===== config.mk =====
export PLATFORM = sky130hd
export DESIGN_NAME = tlv_record_parser
export DESIGN_NICKNAME = d
export VERILOG_FILES = /design/src/sv/tlvp_pkg.sv /design/src/sv/tlvp_step.sv /design/src/sv/tlv_record_parser.sv
export SDC_FILE = /design/constraint.sdc
export NUM_CORES = 1
export LEC_CHECK = 0
export BUFFER_PORTS_ARGS = -buffer_cell sky130_fd_sc_hd__clkbuf_2
export CORE_ASPECT_RATIO = 1.4
export CORE_MARGIN = 5
export CORE_UTILIZATION = 60
export CTS_BUF_LIST = sky130_fd_sc_hd__clkbuf_4 sky130_fd_sc_hd__clkbuf_8
export CTS_CLUSTER_DIAMETER = 100
export CTS_CLUSTER_SIZE = 24
export DETAILED_ROUTE_END_ITERATION = 10
export GPL_TIMING_DRIVEN = 0
export PLACE_DENSITY = 0.91
export SYNTH_ARGS = -nofsm -noshare
export SYNTH_HDL_FRONTEND = slang
export SYNTH_HIERARCHICAL = 1
export SYNTH_SLANG_ARGS = --single-unit

===== constraint.sdc =====
create_clock -name clk -period 10 [get_ports clk]
set_input_delay 1.5 -clock clk [delete_from_list [all_inputs] [get_ports clk]]
set_output_delay 1.5 -clock clk [all_outputs]
set_load 0.05 [all_outputs]

===== src/sv/tlvp_pkg.sv =====
`timescale 1ns / 1ps

package tlvp_pkg;

  localparam int LENGTH_BITS = 16;
  localparam int MSG_LEN_W   = 16;
  localparam int HDR_BYTES   = 2;

  localparam logic [1:0] EV_VALUE = 2'd0;
  localparam logic [1:0] EV_EMPTY = 2'd1;
  localparam logic [1:0] EV_TRUNC = 2'd2;

  localparam logic KIND_BYTE    = 1'b0;
  localparam logic KIND_RESTART = 1'b1;

  typedef enum logic [1:0] {
    PH_STOP = 2'd0,
    PH_TYPE = 2'd1,
    PH_LEN  = 2'd2,
    PH_VAL  = 2'd3
  } phase_t;

  typedef struct packed {
    logic                 kind;
    logic [7:0]           data_byte;
    logic [MSG_LEN_W-1:0] message_length;
    logic [7:0]           wanted_type;
  } item_t;

  typedef struct packed {
    phase_t                 phase;
    logic [LENGTH_BITS-1:0] byte_offset;
    logic [LENGTH_BITS-1:0] total_length;
    logic [7:0]             current_type;
    logic [7:0]             current_length;
    logic [7:0]             value_count;
    logic [7:0]             search_type;
    logic                   match_seen;
  } state_t;

  typedef struct packed {
    logic [1:0] event_res;
    logic [7:0] record_type;
    logic [7:0] record_length;
    logic [7:0] value_index;
    logic [7:0] value_byte;
    logic       last_of_record;
    logic       type_match;
    logic       message_done;
  } result_t;

endpackage


===== src/sv/tlvp_step.sv =====
`timescale 1ns / 1ps

module tlvp_step (
  input  tlvp_pkg::item_t  item,
  input  tlvp_pkg::state_t st,
  output tlvp_pkg::state_t st_nxt,
  output tlvp_pkg::result_t res,
  output logic             res_valid
);

  localparam int LB = tlvp_pkg::LENGTH_BITS;

  logic [LB-1:0] off_inc;
  logic [LB:0]   off_ext;
  logic [LB:0]   off_inc_ext;
  logic [LB:0]   total_ext;
  logic          no_room_cur;
  logic          no_room_inc;
  logic          overrun;
  logic          match_now;
  logic [8:0]    idx_inc;
  logic          last_val;

  assign off_inc     = st.byte_offset + LB'(1);
  assign off_ext     = {1'b0, st.byte_offset};
  assign off_inc_ext = {1'b0, off_inc};
  assign total_ext   = {1'b0, st.total_length};
  assign no_room_cur = (off_ext + (LB+1)'(tlvp_pkg::HDR_BYTES)) > total_ext;
  assign no_room_inc = (off_inc_ext + (LB+1)'(tlvp_pkg::HDR_BYTES)) > total_ext;
  assign overrun     = (off_inc_ext + (LB+1)'(item.data_byte)) > total_ext;
  assign match_now   = (st.current_type == st.search_type) && !st.match_seen;
  assign idx_inc     = {1'b0, st.value_count} + 9'd1;
  assign last_val    = idx_inc >= {1'b0, st.current_length};

  always_comb begin
    st_nxt    = st;
    res       = '0;
    res_valid = 1'b0;
    if (item.kind == tlvp_pkg::KIND_RESTART) begin
      st_nxt.total_length = LB'(item.message_length);
      st_nxt.search_type  = item.wanted_type;
      st_nxt.byte_offset  = '0;
      st_nxt.match_seen   = 1'b0;
      st_nxt.value_count  = '0;
      st_nxt.phase        = tlvp_pkg::PH_TYPE;
    end else begin
      unique case (st.phase)
        tlvp_pkg::PH_TYPE: begin
          if (no_room_cur) begin
            st_nxt.phase = tlvp_pkg::PH_STOP;
          end else begin
            st_nxt.current_type = item.data_byte;
            st_nxt.byte_offset  = off_inc;
            st_nxt.phase        = tlvp_pkg::PH_LEN;
          end
        end
        tlvp_pkg::PH_LEN: begin
          st_nxt.current_length = item.data_byte;
          st_nxt.byte_offset    = off_inc;
          if (overrun) begin
            st_nxt.phase       = tlvp_pkg::PH_STOP;
            res_valid          = 1'b1;
            res.event_res      = tlvp_pkg::EV_TRUNC;
            res.message_done   = 1'b1;
          end else if (item.data_byte == 8'd0) begin
            if (match_now) begin
              st_nxt.match_seen = 1'b1;
            end
            st_nxt.phase       = no_room_inc ? tlvp_pkg::PH_STOP : tlvp_pkg::PH_TYPE;
            res_valid          = 1'b1;
            res.event_res      = tlvp_pkg::EV_EMPTY;
            res.last_of_record = 1'b1;
            res.type_match     = match_now;
            res.message_done   = no_room_inc;
          end else begin
            st_nxt.value_count = '0;
            st_nxt.phase       = tlvp_pkg::PH_VAL;
          end
        end
        tlvp_pkg::PH_VAL: begin
          st_nxt.byte_offset = off_inc;
          res_valid          = 1'b1;
          res.event_res      = tlvp_pkg::EV_VALUE;
          res.value_index    = st.value_count;
          res.value_byte     = item.data_byte;
          res.last_of_record = last_val;
          res.type_match     = match_now;
          if (last_val) begin
            if (match_now) begin
              st_nxt.match_seen = 1'b1;
            end
            st_nxt.phase       = no_room_inc ? tlvp_pkg::PH_STOP : tlvp_pkg::PH_TYPE;
            st_nxt.value_count = '0;
            res.message_done   = no_room_inc;
          end else begin
            st_nxt.value_count = idx_inc[7:0];
          end
        end
        default: begin
          st_nxt = st;
        end
      endcase
    end
    res.record_type   = st_nxt.current_type;
    res.record_length = st_nxt.current_length;
  end

endmodule


===== src/sv/tlv_record_parser.sv =====
`timescale 1ns / 1ps

// Type-length-value record parser, one message byte per input transaction.
// A transaction with in_kind set restarts the parser with a new message length
// and a wanted record type; it produces no result. Message bytes then follow
// as type byte, length byte and value bytes. Each value byte gives one result
// transaction, an empty record gives one, and a record that overruns the
// message gives one truncation error after which the message is ignored.
// Both channels use valid and stall; a transaction moves on an edge where
// valid is high and stall is low.
// An accepted byte is held in an input register; the parse step then runs on
// it and its result is loaded into the output register, which drives out_valid.
// Throughput is one byte per cycle while out_stall is low, set by the single
// parse step between the input and output registers, which updates the parser
// state once per byte.
// While out_stall holds a waiting result, the input register keeps its byte
// and in_stall rises only once that register is also full.
// Synchronous reset stops the parser; bytes before the first restart are
// dropped without a result.

module tlv_record_parser (
  input  logic        clk,
  input  logic        rst_n,
  input  logic        in_valid,
  output logic        in_stall,
  input  logic        in_kind,
  input  logic [7:0]  in_data_byte,
  input  logic [15:0] in_message_length,
  input  logic [7:0]  in_wanted_type,
  output logic        out_valid,
  input  logic        out_stall,
  output logic [1:0]  out_event_res,
  output logic [7:0]  out_record_type,
  output logic [7:0]  out_record_length,
  output logic [7:0]  out_value_index,
  output logic [7:0]  out_value_byte,
  output logic        out_last_of_record,
  output logic        out_type_match,
  output logic        out_message_done
);

  logic              s1_valid_r;
  tlvp_pkg::item_t   s1_item_r;
  tlvp_pkg::state_t  state_r;
  tlvp_pkg::state_t  state_nxt;
  logic              out_valid_r;
  tlvp_pkg::result_t out_res_r;
  tlvp_pkg::result_t res_nxt;
  logic              res_valid_nxt;
  logic              advance;
  logic              s1_fire;
  logic              in_fire;

  assign advance  = !out_valid_r || !out_stall;
  assign s1_fire  = s1_valid_r && advance;
  assign in_stall = s1_valid_r && !advance;
  assign in_fire  = in_valid && !in_stall;

  tlvp_step u_step (
    .item      (s1_item_r),
    .st        (state_r),
    .st_nxt    (state_nxt),
    .res       (res_nxt),
    .res_valid (res_valid_nxt)
  );

  always_ff @(posedge clk) begin
    if (!rst_n) begin
      s1_valid_r  <= 1'b0;
      out_valid_r <= 1'b0;
      state_r     <= '{phase: tlvp_pkg::PH_STOP, default: '0};
    end else begin
      if (in_fire) begin
        s1_valid_r <= 1'b1;
      end else if (s1_fire) begin
        s1_valid_r <= 1'b0;
      end
      if (advance) begin
        out_valid_r <= s1_valid_r && res_valid_nxt;
      end
      if (s1_fire) begin
        state_r <= state_nxt;
      end
    end
  end

  always_ff @(posedge clk) begin
    if (in_fire) begin
      s1_item_r.kind           <= in_kind;
      s1_item_r.data_byte      <= in_data_byte;
      s1_item_r.message_length <= in_message_length;
      s1_item_r.wanted_type    <= in_wanted_type;
    end
    if (s1_fire) begin
      out_res_r <= res_nxt;
    end
  end

  assign out_valid          = out_valid_r;
  assign out_event_res      = out_res_r.event_res;
  assign out_record_type    = out_res_r.record_type;
  assign out_record_length  = out_res_r.record_length;
  assign out_value_index    = out_res_r.value_index;
  assign out_value_byte     = out_res_r.value_byte;
  assign out_last_of_record = out_res_r.last_of_record;
  assign out_type_match     = out_res_r.type_match;
  assign out_message_done   = out_res_r.message_done;

endmodule

# ---- Yosys cells after proc, flatten, opt, wreduce, memory -nomap -nowiden
# Cells that the tools add are included.
dict set report op_classes {
  addsub 5
  multipliers 0
  div 0
  n_lt_le_gt_ge 4
  n_eq_ne 9
  shift 0
  muxes 35
  n_bitwise 2
  n_reduce_logical 23
}
# op n
set op_table {}
lappend op_table {{18-bit case mux with 3 select lines} 1}
lappend op_table {{17-bit by 16-bit > comparator with 1-bit output} 3}
lappend op_table {{8-bit 2-to-1 mux} 6}
lappend op_table {{16-bit by 2-bit adder with 17-bit output, second input constant} 2}
lappend op_table {{34-bit 2-to-1 mux} 1}
lappend op_table {{16-bit 2-to-1 mux} 2}
lappend op_table {{16-bit by 8-bit adder with 17-bit output} 1}
lappend op_table {{17-bit 2-to-1 mux} 1}
lappend op_table {{16-bit by 1-bit adder with 16-bit output, second input constant} 1}
lappend op_table {{8-bit case mux with 2 select lines} 1}
lappend op_table {{1-bit 2-to-1 mux} 13}
lappend op_table {{2-bit 2-to-1 mux} 6}
lappend op_table {{8-bit by 1-bit adder with 9-bit output, second input constant} 1}
lappend op_table {{9-bit by 8-bit greater-or-equal comparator with 1-bit output} 1}
lappend op_table {{3-bit inequality test, second input constant} 3}
lappend op_table {{8-bit equality test} 1}
lappend op_table {{8-bit zero test} 1}
lappend op_table {{3-bit by 2-bit inequality test with 1-bit output, second input constant} 2}
lappend op_table {{3-bit case mux with 2 select lines} 1}
lappend op_table {{3-bit AND reduction} 2}
lappend op_table {{1-bit logical AND} 5}
lappend op_table {{1-bit zero test} 5}
lappend op_table {{5-bit AND reduction} 1}
lappend op_table {{2-bit equality test, second input constant} 2}
lappend op_table {{12 further kinds} 15}
dict set report word_totals {
  regBits 139
  latch_bits 0
  mem_bits_rw 0
  romBits 0
  out_inout_bits 39
  mem_count 0
}

# ---- Logic depth before layout (Yosys ltp)
# Gate-level depths: netlist of run 1.
dict set report logic_depth {
  word_depth 8
  mapped_depth 22
  depth_no_buf 21
}

# ---- Cells and area by module
# Netlist of run 1, hierarchy kept.
# module instances cells_each area_per_inst_um2 seq_area_each_um2
set modules_own_cells {}
lappend modules_own_cells {tlv_record_parser 1 369 4850.9 3483.3}
lappend modules_own_cells {tlvp_step 1 614 4332.9 0.0}

# ---- Least setup slack after synthesis of run 1
# Ideal clock, no wire load.
dict set report synth_path {
  path_type {register to register}
  startpoint {register state_r[50] (netlist name)}
  endpoint {register state_r[14] (netlist name)}
  setup_time_ns 0.121
  arrival_time_ns 4.120
  required_time_ns 9.879
  setup_slack_ns 5.759
  path_stages_with_launch 22
  synth_period_minus_slack_ns 4.241
  cell_sequence {dfxtp_1 -> ha_1 -> and4_1 -> buf_4 -> and3_1 -> xor2_1 -> ha_1 -> a21oi_1 -> o21ai_0 -> a21o_1 -> nand3_4 -> xor2_1 -> ha_1 -> a211oi_1 -> o21ai_0 -> o211ai_1 -> o311ai_0 -> a211o_1 -> o21ai_1 -> a31oi_1 -> nand2_1 -> mux2i_1}
}
dict set report synth_via {
  elab_chain_len 5
}
# element line
set synth_lines {}
lappend synth_lines {{from (decl)} tlv_record_parser.sv:44} ;# tlvp_pkg::state_t state_r;
lappend synth_lines {{from (signal assigned)} tlv_record_parser.sv:82} ;# state_r <= state_nxt;
lappend synth_lines {{16-bit by 1-bit adder with 16-bit output} tlvp_step.sv:24} ;# assign off_inc = st.byte_offset + LB'(1);
lappend synth_lines {{16-bit by 8-bit adder with 17-bit output} tlvp_step.sv:30} ;# assign overrun = (off_inc_ext + (LB+1)'(item.data_byte)) > total_ext;
lappend synth_lines {{17-bit by 16-bit > comparator with 1-bit output} tlvp_step.sv:30}
lappend synth_lines {{3-bit inequality test (no source line)} n/a}
lappend synth_lines {{4-bit AND reduction (no source line)} n/a}
# Every way passes these cells.
# A chain may end at the register's enable or synchronous reset.

# ---- Final worst setup path of run 1
dict set report layout_path {
  startpoint {register state_r[50] (netlist name)}
  endpoint {register state_r[10] (netlist name)}
}
# Same word-level chain as after synthesis.

==> metrics.cfg, run 1 <==
[floorplanning]
rows=53
core_region_area_sq_um=15100
starting_density_pct=61.0
die_area_sq_um=17900
ioPinCount=76
die_h_um=156
dieWidth_um=115

[timing]
final-hold-violation-count=0
fin_crit_sh_pct=57.8
rsz_0062_raised_after_global_routing=no
tns_ps=0
worst_slew_pin_slew_ps=954
fmaxAchievable_ghz=0.173
timing.final.setup_violations=0
fin_skew_ps=19.2
finalWorstPathRequiredPeriod_ps=5780
number_of_max_slew_violations_in_the_final_report=0
worst_relative_slew_slack_pct=35.9

[critical_path]
cp_slowest_stage_delay_ps=600
timing.critical_path.max_delay_family=compound AO/OA/AOI/OAI gates
critical_path_arrival_ps=6120
largest_driver_fanout_on_the_critical_path=8
worst_setup_path_start_kind=flop
critical_path_required_ps=10350
setup.worst_path.class=flop to flop
chain_of_cells_forming_the_critical_path=ha_1 -> and4_1 -> buf_4 -> and3_1 -> xor2_1 -> ha_1 -> o2111a_1 -> o21ai_0 -> nor3_1 -> xnor2_1 -> ha_1 -> o21ai_0 -> o21ai_0 -> o211ai_1 -> o311ai_0 -> a211o_1 -> o21ai_1 -> o21ai_0 -> nand2_1 -> mux2i_1
timing.critical_path.to_type=flop
cp_num_buf_inv=1
regToRegSetupSlack_ps=4220
critical-path-slowest-cell=sky130_fd_sc_hd__o21ai_0
cp_common_cell=sky130_fd_sc_hd__o21ai_0

[power]
p_leak_nw=4.25
power_density_of_the_placed_cells_nw_per_um2=126
vdd.ir_drop.worst_v=0.000116
total_power_mw=1.29

[placement]
rd_place_congestion=0.969
place_hpwl_mm=19.0
portBuffers=74

[job]
maxCapViolCount=0

[clock_tree]
cts.root.buffer_cell=sky130_fd_sc_hd__clkbuf_8
worstSkewPairLatency_ps=470
postCtsResizedCells=0
cts_setup_buffers=0
clock_buffers_created_by_tritoncts=17
cts.clk_slew.worst_paths_ps=90
cts.hold.buffers_added=0
ctsLongestPathBuffers=2
cts-htree-levels=4
cts_tree=built
clock-sinks=139

[synthesis]
synthesis.nets=1091
synth_largest_type_area_fraction_pct=22.9
syn-instance-count=983
synth_area_leaders=sky130_fd_sc_hd__edfxtp_1, sky130_fd_sc_hd__dfxtp_1, sky130_fd_sc_hd__ha_1
count_of_distinct_cell_types_in_the_synthesized_netlist=75
dominant_cell_type_by_area_after_synthesis=sky130_fd_sc_hd__edfxtp_1
synthArstFlopShare_pct=0
postSynth.topFlopCell=sky130_fd_sc_hd__edfxtp_1
yosys_warnings=6
postSynthAreaPerCell_sq_um=9.34
synth_seq_area_share_pct=37.9
synth.ff_latch_count=139
post_synth_edffs=70
netlist_area_before_placement_sq_um=9180

[global_route]
grt_overflow_total=0
grt_overall_usage_pct=28.7
largest_net_degree_at_the_start_of_global_routing=47
number_of_global_route_vias_before_repair=7928
antenna_violations_before_repair=0
wire_length_of_the_first_global_routing_pass_mm=40.1

[routing]
postRouteAntennaNets=0
wire_per_inst_um=19.6
num_vias=7819
vias_per_cell=6.10
drt_first_pass_iters=5
drc_violations=0
drtIter0Drc=568
finalWirelength_mm=25.2

[final_layout]
fill_cells=1138
layout-area-overhead-vs-synth_pct=11.6
nets=1185
final_layout_size_suffix_gt1_share_pct=17.9
antenna-diode-count=0

[run_status]
outcome=finished, final reports clean

[hold_path]
hold_path_class=flop to flop

## logic make-up after synthesis
family | count (synthesis) | share of synthesized area (%)
flip-flops | 139 | 37.9
buffers and inverters | 111 | 6.34
AND/OR/NAND/NOR | 359 | 19.0
multiplexers | 88 | 9.85
adder cells (fa/ha/maj) | 71 | 9.75
AO/OA/AOI/OAI | 148 | 10.7
XOR/XNOR | 67 | 6.47
## synthesized netlist by cell type, drive strengths merged (19+ instances only)
library cell and n:
ha 70, o21ai 49, and3 25, mux2i 69, xor2 32, nand3 21, dfxtp 69, edfxtp 70
clkbuf 20, nand2 186, buf 49, nor2 39, mux2 19, a21oi 39, xnor2 35, inv 42
## state kept, by name, indices dropped and copies added, names as in the netlist
| register | cells |
|---|---|
| out_event_res | 2 |
| out_last_of_record | 1 |
| out_valid | 1 |
| out_record_length | 8 |
| s1_valid_r | 1 |
| out_message_done | 1 |
| state_r | 67 |
| out_value_byte | 8 |
| out_type_match | 1 |
| out_value_index | 8 |
| out_record_type | 8 |
| s1_item_r | 33 |
## path summary, 6_finish.rpt
check                           startpoint                        to  cells after the start
setup / recovery  state_r[50]$_SDFFE_PN0P_  state_r[10]$_SDFFE_PN0P_                     20
hold / removal    state_r[62]$_SDFFE_PN0P_  state_r[62]$_SDFFE_PN0P_                      2
setup reg to reg  state_r[50]$_SDFFE_PN0P_  state_r[10]$_SDFFE_PN0P_                     20
hold reg to reg   state_r[62]$_SDFFE_PN0P_  state_r[62]$_SDFFE_PN0P_                      2
## tightest hold or removal path: stages (launching register included)
cell and delay, ps:
sky130_fd_sc_hd__dfxtp_1 320, sky130_fd_sc_hd__nand2_1 50, sky130_fd_sc_hd__mux2i_1 50
## power by group
group / internal [mW] / switching, mW / total, mW
logic: 0.0548 / 0.106 / 0.160
registers: 0.618 / 0.0155 / 0.634
clock network: 0.236 / 0.261 / 0.497
## final cells by class
class / instances / area (sq um) / area share (%)
plain buffers: 69 / 424 / 4.14
clock buffers: 17 / 234 / 2.28
clock inverters: 15 / 193 / 1.88
inverters: 42 / 158 / 1.54
multi-input cells: 733 / 5130 / 50.0
flip-flops and latches: 139 / 3480 / 34.0
well taps: 192 / 240 / 2.34
repair buffers: 75 / 390 / 3.81
## cells in the final DEF, fill, tap and decap left out, types with 3 or more instances in the layout
master                     count
sky130_fd_sc_hd__a211oi_1      5
sky130_fd_sc_hd__a21o_1       14
sky130_fd_sc_hd__a21oi_1      39
sky130_fd_sc_hd__a221oi_1      3
sky130_fd_sc_hd__a311oi_1      3
sky130_fd_sc_hd__a31oi_1       4
sky130_fd_sc_hd__and2_1        5
sky130_fd_sc_hd__and3_1       25
sky130_fd_sc_hd__buf_1         3
sky130_fd_sc_hd__buf_2        12
sky130_fd_sc_hd__buf_4        30
sky130_fd_sc_hd__clkbuf_1     20
sky130_fd_sc_hd__clkbuf_2     74
sky130_fd_sc_hd__clkbuf_8     17
sky130_fd_sc_hd__dfxtp_1      69
sky130_fd_sc_hd__edfxtp_1     70
sky130_fd_sc_hd__ha_1         70
sky130_fd_sc_hd__inv_1        41
sky130_fd_sc_hd__inv_6         5
sky130_fd_sc_hd__inv_8         5
sky130_fd_sc_hd__mux2_2       19
sky130_fd_sc_hd__mux2i_1      69
sky130_fd_sc_hd__nand2_1     185
sky130_fd_sc_hd__nand2b_1      8
sky130_fd_sc_hd__nand3_1      19
sky130_fd_sc_hd__nand4_1      15
sky130_fd_sc_hd__nor2_1       39
sky130_fd_sc_hd__nor2b_1       4
sky130_fd_sc_hd__nor3_1       17
sky130_fd_sc_hd__nor4_1        5
sky130_fd_sc_hd__o21a_1        3
sky130_fd_sc_hd__o21ai_0      48
sky130_fd_sc_hd__o31ai_1       5
sky130_fd_sc_hd__or3_1        12
sky130_fd_sc_hd__or4_1         4
sky130_fd_sc_hd__xnor2_1      35
sky130_fd_sc_hd__xor2_1       31
## layer usage
metal,vias to the layer above,track usage [%],share of wire (%)
met5,-,0,0
met4,0,16.3,5.5
met2,316,51.6,52
met3,99,5.22,5.8
li1,3663,-,-
met1,3741,31.4,37
## per-stage QoR
step	setup slack, ps	util, %	cell area [sq um]	instances	hold WS, ps
after floorplan	5760	-	9180	983	431
after global placement	4420	65.1	9790	1249	440
after detailed placement	4410	65.2	9820	1250	448
after CTS	4370	68.1	10200	1282	461
after global routing	3950	68.1	10200	1282	479
final	4220	68.1	10200	1282	459
Power figures use the tool's default switching activity.
==> inputs of run 2 (changes only) <==
--- a/config.mk
+++ b/config.mk
@@ -8,7 +8,7 @@
 export BUFFER_PORTS_ARGS = -buffer_cell sky130_fd_sc_hd__clkbuf_2
 export CORE_ASPECT_RATIO = 1.4
 export CORE_MARGIN = 5
-export CORE_UTILIZATION = 60
+export CORE_UTILIZATION = 57
 export CTS_BUF_LIST = sky130_fd_sc_hd__clkbuf_4 sky130_fd_sc_hd__clkbuf_8
 export CTS_CLUSTER_DIAMETER = 100
 export CTS_CLUSTER_SIZE = 24
==> constraint.sdc (replaced) <==
create_clock -name clk -period 5.3 [get_ports clk]
set_input_delay 0.795 -clock clk [delete_from_list [all_inputs] [get_ports clk]]
set_output_delay 0.795 -clock clk [all_outputs]
set_load 0.05 [all_outputs]
==> run 2 against run 1 <==
  * Via count decreased by 0.46%
  * Combinational power increased by 92%
  * Highest routed layer unchanged
  * Fmax increased by 15%
  * Sequential cell count unchanged
  * Routed wire length decreased by 0.32%
  * Largest power group unchanged
  * Critical path type unchanged
==> metrics.cfg, run 2 (synthesized netlist as in run 1, its figures left out) <==
[final_layout]
fill_cells=1282  ; +13%
final_layout_size_suffix_gt1_share_pct=18.2  ; +0.28 points
most_flops_register=state_r
final_cell_mix=sky130_fd_sc_hd__nand2_1, sky130_fd_sc_hd__clkbuf_2, sky130_fd_sc_hd__edfxtp_1
layout-area-overhead-vs-synth_pct=11.8
antenna-diode-count=0  ; unchanged
sequential_cell_area_sq_um=3480  ; unchanged
largest_registers=state_r x67, s1_item_r x33
multiInputGateArea_sq_um=5160  ; +0.76%
instances_no_fill=1289  ; +0.55%
nets=1185  ; unchanged
layout.cells.most_common=sky130_fd_sc_hd__nand2_1
largest_register_ffs=67  ; unchanged
finalInstanceArea_sq_um=10300  ; +0.20%

[timing]
worst_relative_slew_slack_pct=36.7  ; +0.82 points
rsz_0062_raised_after_global_routing=no
fmaxAchievable_ghz=0.200  ; +15%
finalWorstPathRequiredPeriod_ps=5010  ; -765 ps
setup_ws_ps=290  ; -3930 ps
worst_slew_pin_slew_ps=942  ; -12.2 ps
fin_skew_ps=12.0  ; -7.18 ps
final-hold-violation-count=0  ; unchanged
number_of_max_slew_violations_in_the_final_report=0  ; unchanged
timing.final.setup_violations=0  ; unchanged
fin_crit_sh_pct=94.5  ; +37 points

[placement]
portBuffers=74  ; unchanged
place_inst=1257  ; +0.56%
place_hpwl_mm=19.0  ; -0.16%
rd_place_congestion=0.944  ; -2.6%
preCtsSetupSlack_ps=-481  ; -4890 ps
post_placement_cell_area_sq_um=9830  ; about the same

[floorplanning]
die_h_um=160  ; +2.4%
starting_density_pct=57.3  ; -3.7 points
dieWidth_um=117  ; +2.4%
die_area_sq_um=18800  ; +4.9%
core_region_area_sq_um=16000  ; +6.5%
ioPinCount=76  ; unchanged
rows=55  ; +3.8%

[clock_tree]
cts-htree-levels=4  ; unchanged
clock_buffers_created_by_tritoncts=17  ; unchanged
clock-sinks=139  ; unchanged
ctsLongestPathBuffers=2  ; unchanged
worstSkewPairLatency_ps=460  ; about the same
cts.hold.buffers_added=0  ; unchanged
cts_setup_buffers=0  ; unchanged
cts.clk_slew.worst_paths_ps=80  ; about the same
cts.root.buffer_cell=sky130_fd_sc_hd__clkbuf_8
cts_tree=built

[critical_path]
cp_num_buf_inv=0  ; -1
cp_slowest_stage_delay_ps=530  ; -70 ps
critical_path_required_ps=5650  ; -4700 ps
critical_path_arrival_ps=5360  ; -760 ps
timing.critical_path.to_type=flop
chain_of_cells_forming_the_critical_path=ha_1 -> nand3_1 -> xnor2_1 -> ha_1 -> o21ai_0 -> o21ai_0 -> o2111a_1 -> o21ai_1 -> nor3_1 -> xnor2_1 -> ha_1 -> o21ai_0 -> o21ai_0 -> o211ai_1 -> o311ai_2 -> a211o_1 -> o21ai_2 -> o21ai_0 -> nand2_1 -> mux2i_1
setup.worst_path.class=flop to flop
largest_driver_fanout_on_the_critical_path=8  ; unchanged
worst_setup_path_start_kind=flop
critical-path-slowest-cell=sky130_fd_sc_hd__xnor2_1
cp_common_cell=sky130_fd_sc_hd__o21ai_0
timing.critical_path.max_delay_family=compound AO/OA/AOI/OAI gates

[power]
vdd.ir_drop.worst_v=0.000200  ; +72%
total_power_mw=2.40  ; +86%
power_density_of_the_placed_cells_nw_per_um2=233  ; +85%
p_leak_nw=4.24  ; -0.16%

[routing]
postRouteAntennaNets=0  ; unchanged
drtIter0Drc=481  ; -15%
wire_per_inst_um=19.5  ; -0.86%
num_vias=7783  ; -0.46%
drc_violations=0  ; unchanged
vias_per_cell=6.04  ; -1.0%
finalWirelength_mm=25.1  ; -0.32%
drt_first_pass_iters=5  ; unchanged

[global_route]
grt_overflow_total=0  ; unchanged
antenna_violations_before_repair=0  ; unchanged
number_of_global_route_vias_before_repair=8059  ; +1.7%
grt_overall_usage_pct=27.5  ; -1.3 points
wire_length_of_the_first_global_routing_pass_mm=40.0  ; about the same
largest_net_degree_at_the_start_of_global_routing=47  ; unchanged

[job]
maxCapViolCount=0  ; unchanged

[hold_path]
hold_path_class=flop to flop

[run_status]
outcome=finished, final reports clean

==> run 2: cell type report <==
class,count,area share [%]
well taps,199,2.42
clock buffers,18,2.35
plain buffers,69,4.13
inverters,42,1.54
clock inverters,14,1.54
flip-flops and latches,139,33.9
multi-input cells,733,50.3
repair buffers,75,3.80
==> run 2: tightest hold or removal path: stages, from the launching register on <==
cell and delay, ps:
sky130_fd_sc_hd__dfxtp_1 310, sky130_fd_sc_hd__nand2_1 50, sky130_fd_sc_hd__mux2i_1 50
==> run 2: path summary, 6_finish.rpt <==
kind | start | end | slack [ps] | cells after the start
max reg2reg | state_r[50]$_SDFFE_PN0P_ | state_r[10]$_SDFFE_PN0P_ | 290 | 20
min | state_r[61]$_SDFFE_PN0P_ | state_r[61]$_SDFFE_PN0P_ | 460 | 2
max | state_r[50]$_SDFFE_PN0P_ | state_r[10]$_SDFFE_PN0P_ | 290 | 20
min reg2reg | state_r[61]$_SDFFE_PN0P_ | state_r[61]$_SDFFE_PN0P_ | 460 | 2
==> run 2: timing repair <==
action	CTS	global route
pin swaps	0	0
gates resized for setup	5	4
endpoints found under the setup margin	17	17
endpoints found under the hold margin	0	0
gates cloned	0	0
==> run 2: metal layers <==
layer / global-route usage [%] / share of wire [%] / vias up
met1: 29.2 / 36 / 3656
met5: 0 / 0 / -
met4: 17.7 / 5.8 / 0
li1: - / - / 3662
met3: 5.57 / 5.7 / 114
met2: 47.8 / 52 / 351
==> run 2: power by group <==
part	total (mW)	internal, mW	switching (mW)
Sequential	1.20	1.17	0.0298
Combinational	0.308	0.106	0.202
Clock	0.892	0.434	0.458
==> run 2: metrics by stage <==
stage / hold WS (ps) / utilization (%) / setup TNS [ps]
3_5_place_dp: 451 / 61.3 / -3640
2_1_floorplan: 431 / - / 0
6_report: 458 / 64.0 / 0
4_1_cts: 463 / 63.9 / 0
5_1_grt: 480 / 64.0 / 0
3_3_place_gp: 441 / 61.1 / -3040
